File: src/hw/rtl/atd_delay.sv
// Stall-aware delay line: valid bits reset, payload does not.
module atd_delay #(
  parameter int unsigned W     = 8,
  parameter int unsigned DEPTH = 4
) (
  input  logic         clk_i,
  input  logic         rst_ni,
  input  logic         en_i,
  input  logic         vld_i,
  input  logic [W-1:0] data_i,
  output logic         vld_o,
  output logic [W-1:0] data_o
);

  logic         vld_q [DEPTH];
  logic [W-1:0] dat_q [DEPTH];

  for (genvar k = 0; k < DEPTH; k++) begin : g_tap
    logic         vld_in;
    logic [W-1:0] dat_in;
    if (k == 0) begin : g_first
      assign vld_in = vld_i;
      assign dat_in = data_i;
    end else begin : g_next
      assign vld_in = vld_q[k-1];
      assign dat_in = dat_q[k-1];
    end

    always_ff @(posedge clk_i or negedge rst_ni) begin
      if (!rst_ni) begin
        vld_q[k] <= 1'b0;
      end else if (en_i) begin
        vld_q[k] <= vld_in;
      end
    end

    always_ff @(posedge clk_i) begin
      if (en_i) begin
        dat_q[k] <= dat_in;
      end
    end
  end

  assign vld_o  = vld_q[DEPTH-1];
  assign data_o = dat_q[DEPTH-1];

endmodule

File: config.mk
export PLATFORM = sky130hd
export DESIGN_NAME = atd_delay
export DESIGN_NICKNAME = d
export VERILOG_FILES = /design/src/hw/rtl/atd_delay.sv
export SDC_FILE = /design/constraint.sdc
export NUM_CORES = 1
export LEC_CHECK = 0
export BUFFER_PORTS_ARGS = -buffer_cell sky130_fd_sc_hd__buf_2
export CORE_MARGIN = 5
export CORE_UTILIZATION = 51
export DETAILED_ROUTE_END_ITERATION = 10
export PLACE_DENSITY = 0.74
export SLEW_MARGIN = 15
export SYNTH_ARGS = -nofsm -noshare
export SYNTH_HDL_FRONTEND = slang
export SYNTH_SLANG_ARGS = --single-unit
File: constraint.sdc
create_clock -name clk_i -period 0.9 [get_ports clk_i]
set_input_delay 0.09 -clock clk_i [delete_from_list [all_inputs] [get_ports clk_i]]
set_output_delay 0.09 -clock clk_i [all_outputs]
set_load 0.005 [all_outputs]
==> impl_results.md <==
* Port Buffers at 20
* Worst path max stage delay at 0.38 ns
* # IOs at 21
* Diode count at 0
* Fin worst setup slack at -0.0366 ns
* Non-filler cells, final at 107
* Largest area contributor in the netlist: edfxtp_1
* FF-to-FF setup slack at 0.14 ns
* Placed Cells at 89
* CP Buf/Inv Count at 1
* Synth unique cells at 3
* Synth top area share at 86.9%
* Most common cell in the netlist: edfxtp_1
* Final Skew at 0.00889 ns
* Die area at 3200 sq um
* Clk sinks at 36
* GPL Wtd Cong at 0.665
* Post-synth ARST share at 11.1%
* Net Sw Frac at 17.7%
* Clock-pin slew on the worst setup and hold paths at 0.10 ns
* Critical path class: reg2out
* Yosys reg bits at 36
* Via count of the first global-routing pass at 518
* Setup Fix Bufs, Post-CTS at 0
* Top delay family on crit path: flip-flops
* Final WL at 1.44 mm
* Vias at 487
* CP max FO at 1
* Final ANT Viol Nets at 0
* Worst-Skew Late Latency at 0.33 ns
* Normalized max-slew margin at 88.3%
* First-pass GRT wire length at 2.31 mm
* Share of cells above drive strength 1 at 42.5%
* Crit. End Element: primary output
* Worst hold path type: in2reg
* Critical path arrival at 0.85 ns
* Commonest cells in the netlist: 32 x edfxtp_1, 4 x dfrtp_1, 4 x mux2_2
* Die Span X at 56.6 um
* Outcome: finished, violations left
* Initial antenna violation count at 0
* P_int at 0.00280 W
* Combinational power share at 5.0%
* CTS tree: built
* Max Freq at 1.07 GHz
* Synth warnings at 0
* H-tree depth at 2
* RSZ-0062 raised after global routing: yes
* Cell Pwr Density at 2330 nW/um^2
* Max_cap viols at 0
* Slew Limit Fails at 0
* Die Y at 56.6 um
* Routed len/inst at 13.5 um
* Resized Gates After CTS at 0
* Rows at 16
* Failing checks: negative setup slack
* Slew @ Worst Pin at 0.175 ns
* TritonRoute pass-1 iters at 3
* Core area at 2020 sq um
* Fin crit share at 104%
* CP Cell Sequence: buf_2
* P_sw at 0.000602 W
* Power, Total at 0.00340 W
* Leak pwr at 0.562 nW
* First DRT Iteration DRCs at 3
* Largest cells by area after synthesis: edfxtp_1 87%, dfrtp_1 9.0%, mux2_2 4.1%
* Dpl cell area at 1270 sq um
* CTS Buf Count at 5
* DRC errors left at 0
* Grt total ovfl at 0
* GRT Resource Usage Total at 10.6%
* Seq/Total Area, Yosys at 95.9%
* Endpoints failing setup at 9
* Post-layout min period at 0.937 ns
* Top_reg_cell synth: edfxtp_1
* Synth Instances at 40
* Final hold violations at 0
* Cell area after layout at 1460 sq um
* Maximum number of pins on one net before global-route repair at 28
* Initial core utilization at 54.7%
* Worst Path Required at 0.81 ns
* Post-Syn Area at 1110 sq um
* Clk root buf: clkbuf_4
* Synthesized Nets at 52
* Slowest cell on crit path: edfxtp_1
* Bufs on Longest Clock Path at 2
* Net count reported at finish at 91
* Clock power share at 36.2%
* Post-synth EDFFs at 32
* Maximum VDD drop at 1.78 mV
* Via density at 4.55
* Average size of a mapped cell at 27.7 sq um
* Synthesis-to-layout area growth at 32.2%
* Nature of the critical path startpoint: flip-flop
* Seq pwr share at 58.7%
## stage by stage
stage	TNS [ns]	worst slack, ns	hold slack [ns]	utilization, %
4_1_cts	-0.412	-0.0642	0.0729	72.3
2_1_floorplan	0	0.163	-0.206	-
3_3_place_gp	0	0.125	-0.103	62.7
6_report	-0.206	-0.0366	0.0951	72.3
3_5_place_dp	0	0.102	-0.0980	62.7
5_1_grt	-0.731	-0.109	0.0698	72.3
## cells in the final DEF, fill, tap and decap left out
cell,n
clkbuf_4,5
bufinv_16,1
buf_4,1
buf_12,1
buf_2,20
dfrtp_1,4
mux2_2,4
edfxtp_1,32
clkbuf_8,2
dlygate4sd3_1,10
## metal layers
layer / part of all wire (%) / routed length (um) / global-route usage [%]
met1: 33 / 481 / 8.63
met2: 55 / 791 / 18.6
met3: 10 / 147 / 7.34
met4: 1.5 / 21 / 5.08
met5: 0 / 0 / 0
## state kept, by name (all words and copies together) (netlist names)
name,flops
g_tap.vld_in,3
dat_q,32
vld_o,1
## layout make-up
cell class	count	area, sq um
repair buffers	32	228
multi-input cells	4	45.0
clock inverters	1	30.0
flip-flops and latches	36	1060
well taps	27	33.8
clock buffers	7	65.1
fillers	122	559
## path summary, 6_finish.rpt
path                                  from               to  cells past startpoint
min in group asynchronous           rst_ni            vld_o                      2
max in group asynchronous           rst_ni  g_tap[1].vld_in                      2
max reg2reg                g_tap[3].vld_in  g_tap[3].vld_in                      1
min reg2reg                    dat_q[0][6]      dat_q[1][6]                      0
max                            dat_q[3][0]        data_o[0]                      1
min                                   en_i      dat_q[0][4]                      1
## power by group through the flow
stage	Sequential, W	Combinational [W]	Clock, W
detailed placement	0.00204	0.000141	0
global route	0.00202	0.000187	0.00134
floorplan	0.00203	0.0000300	0
global placement	0.00203	0.000136	0
finish	0.00200	0.000172	0.00123
CTS	0.00200	0.000173	0.00127
## what timing repair did
item | CTS | global route
hold buffers | 10 | 0
setup endpoints to repair | 9 | 9
hold endpoints to repair | 13 | 0
## logic make-up (layout without fill, tap and decap cells)
logic type	count (synthesis)	count (layout)	synth area share, %
buffers and inverters	0	40	0
muxes	4	4	4.07
DFF	36	36	95.9
Note: power is estimated with default switching activity, not from simulation.
