[config.mk]
export PLATFORM = sky130hd
export DESIGN_NAME = atd_div
export DESIGN_NICKNAME = d
export VERILOG_FILES = /design/src/hw/rtl/atd_pkg.sv /design/src/hw/rtl/atd_div.sv
export SDC_FILE = /design/constraint.sdc
export NUM_CORES = 2
export LEC_CHECK = 0
export BUFFER_PORTS_ARGS = -buffer_cell sky130_fd_sc_hd__buf_2
export CAP_MARGIN = 5
export CORE_MARGIN = 2
export CORE_UTILIZATION = 40
export CTS_BUF_LIST = sky130_fd_sc_hd__clkbuf_16
export DETAILED_ROUTE_END_ITERATION = 6
export PLACE_DENSITY = 0.55
export SYNTH_ARGS = -nofsm -noshare
export SYNTH_HDL_FRONTEND = slang
export SYNTH_SLANG_ARGS = --single-unit
[constraint.sdc]
create_clock -name clk_i -period 6.7 [get_ports clk_i]
set_clock_uncertainty 0.2 [all_clocks]
set_input_delay 0.67 -clock clk_i [delete_from_list [all_inputs] [get_ports clk_i]]
set_output_delay 0.67 -clock clk_i [all_outputs]
set_load 0.02 [all_outputs]
[src/hw/rtl/atd_pkg.sv]
package atd_pkg;

  // 64-bit radicand, one root bit per stage
  localparam int unsigned SQRT_STAGES = 32;
  // one integer bit plus 30 fraction bits, one per stage
  localparam int unsigned DIV_STAGES  = 31;

  localparam logic signed [31:0] ONE30     = 32'sh4000_0000;
  localparam logic        [30:0] ONE30_U   = 31'h4000_0000;
  localparam logic        [30:0] SCALE_MAX = 31'h7FFF_FFFF;

  localparam int unsigned THR_W = 17;

endpackage

[src/hw/rtl/atd_div.sv]
// Pipelined num * 2^30 / den, one quotient bit per stage, clamped to 2^30.
module atd_div (
  input  logic        clk_i,
  input  logic        en_i,
  input  logic [31:0] num_i,
  input  logic [31:0] den_i,
  output logic [30:0] quo_o
);

  localparam int unsigned N = atd_pkg::DIV_STAGES;

  logic [31:0] rem_q [N];
  logic [30:0] quo_q [N];
  logic [31:0] den_q [N];
  logic        sat_q [N];

  // integer bit: quotient >= 2 saturates at once
  always_ff @(posedge clk_i) begin
    if (en_i) begin
      den_q[0] <= den_i;
      sat_q[0] <= {1'b0, num_i} >= {den_i, 1'b0};
      if (num_i >= den_i) begin
        rem_q[0] <= num_i - den_i;
        quo_q[0] <= 31'd1;
      end else begin
        rem_q[0] <= num_i;
        quo_q[0] <= 31'd0;
      end
    end
  end

  for (genvar k = 1; k < N; k++) begin : g_st
    logic [32:0] cur;
    assign cur = {rem_q[k-1], 1'b0};

    always_ff @(posedge clk_i) begin
      if (en_i) begin
        den_q[k] <= den_q[k-1];
        sat_q[k] <= sat_q[k-1];
        if (cur >= {1'b0, den_q[k-1]}) begin
          rem_q[k] <= 32'(cur - {1'b0, den_q[k-1]});
          quo_q[k] <= {quo_q[k-1][29:0], 1'b1};
        end else begin
          rem_q[k] <= cur[31:0];
          quo_q[k] <= {quo_q[k-1][29:0], 1'b0};
        end
      end
    end
  end

  assign quo_o = (sat_q[N-1] || (quo_q[N-1] > atd_pkg::ONE30_U)) ?
                 atd_pkg::ONE30_U : quo_q[N-1];

endmodule

==> qor.csv <==
stage,metric,value,unit
run_status,outcome,"finished, final reports clean",
worst_setup_path,required,7.13,ns
worst_hold_path,min_path_type,flop to flop,
yosys,yosysWarnings,0,
timing,hold_ws,0.201,ns
yosys,synthMuxAreaShare,2.40,%
timing,tightest_slew,1.23,ns
final_layout,syn_to_final_growth,11.9,%
yosys,synth_top_area_share,54.0,%
routing,wl_met3,13000,um
clocking,htree_levels,5,
grt,antenna_found_initial,9,
timing,setup_viol,0,
worst_setup_path,endpoint_kind,flop,
timing,period_minus_slack,5.20,ns
clocking,clock_latency,0.92,ns
yosys,synth_edf_count,2445,
grt,grt_pass1_vias,90600,
timing,rsz0062_at_grt,false,
worst_setup_path,slowest_delay,1.00,ns
clocking,clk_pin_slew,0.06,ns
worst_setup_path,worstPathArrival,5.63,ns
floorplan,initial_utilization,40.1,%
yosys,synth.distinct_cells,94,
clocking,clk_path_buf_depth,4,
worst_setup_path,cpMostUsedCell,o21ai_0,
yosys,synthMostInstantiatedCell,edfxtp_1,
power,max-vdd-ir-drop,0.224,mV
flow_run,drv_cap,0,
yosys,yosysTopAreaCell,edfxtp_1,
yosys,synthAdderAreaFrac,9.84,%
routing,totalWireLength,353000,um
routing,drtPass1Iterations,6,
yosys,yosys-top-cells-area,"edfxtp_1 (54%), ha_1 (9.4%), o21ai_0 (3.5%)",
floorplan,die_w,587,um
yosys,synth_xor_area_share,5.26,%
routing,vias,91400,
yosys,syn_area_per_cell,11.3,um2
routing,drt_iter0_markers,7170,
yosys,synth_compound_area_share,15.0,%
clocking,cts_tree,done,
yosys,synth_top_family_by_area,compound AO/OA/AOI/OAI gates,
clocking,cts_root_buf,clkbuf_16,
yosys,synthSimpleGateAreaFrac,9.15,%
power,power,71.9,mW
floorplan,core_area,339000,um2
routing,antenna_left,0,
yosys,synth_seq_area_share,54.0,%
routing,wl_per_cell,20.7,um
worst_setup_path,cp_max_fo,43,
floorplan,die_h,587,um
grt,track_usage,19.9,%
routing,drt-met1-wl,163000,um
worst_setup_path,path_cells,ha_1 > nor2b_1 > o21ai_0 > a21boi_0 > o21a_1 > a2bb2oi_1 > a211oi_1 > o21ai_0 > a31oi_1 > o21ai_4 > buf_4 > mux2_2,
placement,finalWeightedCongestion,0.912,
yosys,synthTopCellsByCount,"edfxtp_1 (2445), inv_1 (1252), ha_1 (1022)",
worst_setup_path,path_delay_family,compound AO/OA/AOI/OAI gates,
clocking,cts_setup_buffers,0,
worst_setup_path,path_buf_inv,1,
yosys,syn_inst,12100,
final_layout,final_nets,13400,
grt,grt_overflow,0,
grt,grt_pass1_wl,542000,um
clocking,cts_sinks,2447,
timing,final.period_utilization,77.6,%
power,leakagePower,62.0,nW
worst_setup_path,path_class,flop to flop,
routing,met2_length,165000,um
placement,portBuffers,96,
yosys,netlist_area,136000,um2
routing,top_layer_used,met5,
placement,hpwl,265000,um
timing,hold_viol,0,
yosys,synth_seq_cells,2447,
timing,finalSetupTns,0,ns
clocking,cts_buffers,294,
floorplan,design.die.area,345000,um2
worst_setup_path,cp_slowest_cell,o21ai_4,
routing,via_per_inst,5.36,
power,power.density,472,nW/um2
grt,grt_max_degree,169,
yosys,synth_nets,13200,
final_layout,drive_gt1_share,7.65,%
routing,drc,0,
timing,slew_headroom,17.7,%
yosys,synthArstFlopShare,0,%
timing,drv_slew,0,
worst_setup_path,critPathLaunchType,flop,
yosys,ys.flop_type,edfxtp_1,
floorplan,rows,214,
timing,max_freq,0.192,GHz
floorplan,num_io_pins,97,
## registers in the layout (all words and copies together), names as in the netlist
name,flops
den_q,960
quo_q,496
rem_q,960
sat_q,31
## what timing repair did
| item | in CTS | in global routing |
|---|---|---|
| resized for setup | 0 | 0 |
| endpoints found under the hold margin | 89 | 0 |
| hold buffers | 65 | 0 |
## worst reg2reg max path: stages, from the launching register on
cell and delay (ns):
edfxtp_1 0.42, ha_1 0.32, nor2b_1 0.14, o21ai_0 0.10, a21boi_0 0.26, o21a_1 0.22
a2bb2oi_1 0.47, a211oi_1 0.32, o21ai_0 0.50, a31oi_1 0.29, o21ai_4 1.00, buf_4 0.38
mux2_2 0.35
## through the flow
step	utilization (%)	setup slack [ns]	std cells	cell area, um2
finish	44.9	1.50	17000	152000
global route	44.9	1.15	17000	152000
CTS	44.9	1.50	17000	152000
detailed placement	41.8	1.55	16500	142000
global placement	41.8	1.57	16500	142000
floorplan	-	2.79	12100	136000
## final cells by class
| type | instances | area, um2 |
|---|---|---|
| multi-input cells | 8054 | 56800 |
| flip-flops and latches | 2447 | 73500 |
| inverters | 1253 | 4700 |
| repair buffers | 229 | 1850 |
| diodes | 6 | 15.0 |
| well taps | 4536 | 5680 |
| fillers | 31100 | 187000 |
| clock buffers | 304 | 7610 |
| clock inverters | 220 | 2110 |
## logic make-up after synthesis
| group | Yosys count |
|---|---|
| compound gates | 3266 |
| flops | 2447 |
| buf+inv | 1557 |
| xor+xnor | 817 |
| fa+ha+maj | 1052 |
| simple gates | 2625 |
| mux | 294 |
## power breakdown
group | switching [mW] | internal [mW] | total, mW
Clock | 6.52 | 9.67 | 16.2
Sequential | 2.69 | 22.4 | 25.1
Combinational | 17.6 | 13.0 | 30.6
Total | 26.8 | 45.1 | 71.9
## path summary, 6_finish.rpt
check	startpoint	endpoint	slack, ns	cells past startpoint
max	rem_q[0][192]	rem_q[0][228]	1.50	12
min	quo_q[0][93]	quo_q[0][125]	0.20	0
max reg2reg	rem_q[0][192]	rem_q[0][228]	1.50	12
min reg2reg	quo_q[0][93]	quo_q[0][125]	0.20	0
## metal layers
metal	vias to the layer above	global-route usage [%]
li1	44500	-
met1	44400	27.5
met2	1916	32.9
met3	542	2.04
met4	2	6.45
met5	-	0
## cell usage in the layout, fill, tap and decap left out, drive strengths merged, types with 143 or more instances in the layout
| cell type | instances |
|---|---|
| inv | 1303 |
| nand3 | 149 |
| o21ai | 974 |
| a21o | 557 |
| mux2 | 257 |
| nor2b | 143 |
| nand2 | 996 |
| nor2 | 547 |
| nand2b | 152 |
| xor2 | 347 |
| ha | 1022 |
| xnor2 | 470 |
| a21oi | 885 |
| clkbuf | 304 |
| buf | 163 |
| edfxtp | 2445 |
(Power assumes the default switching activity.)
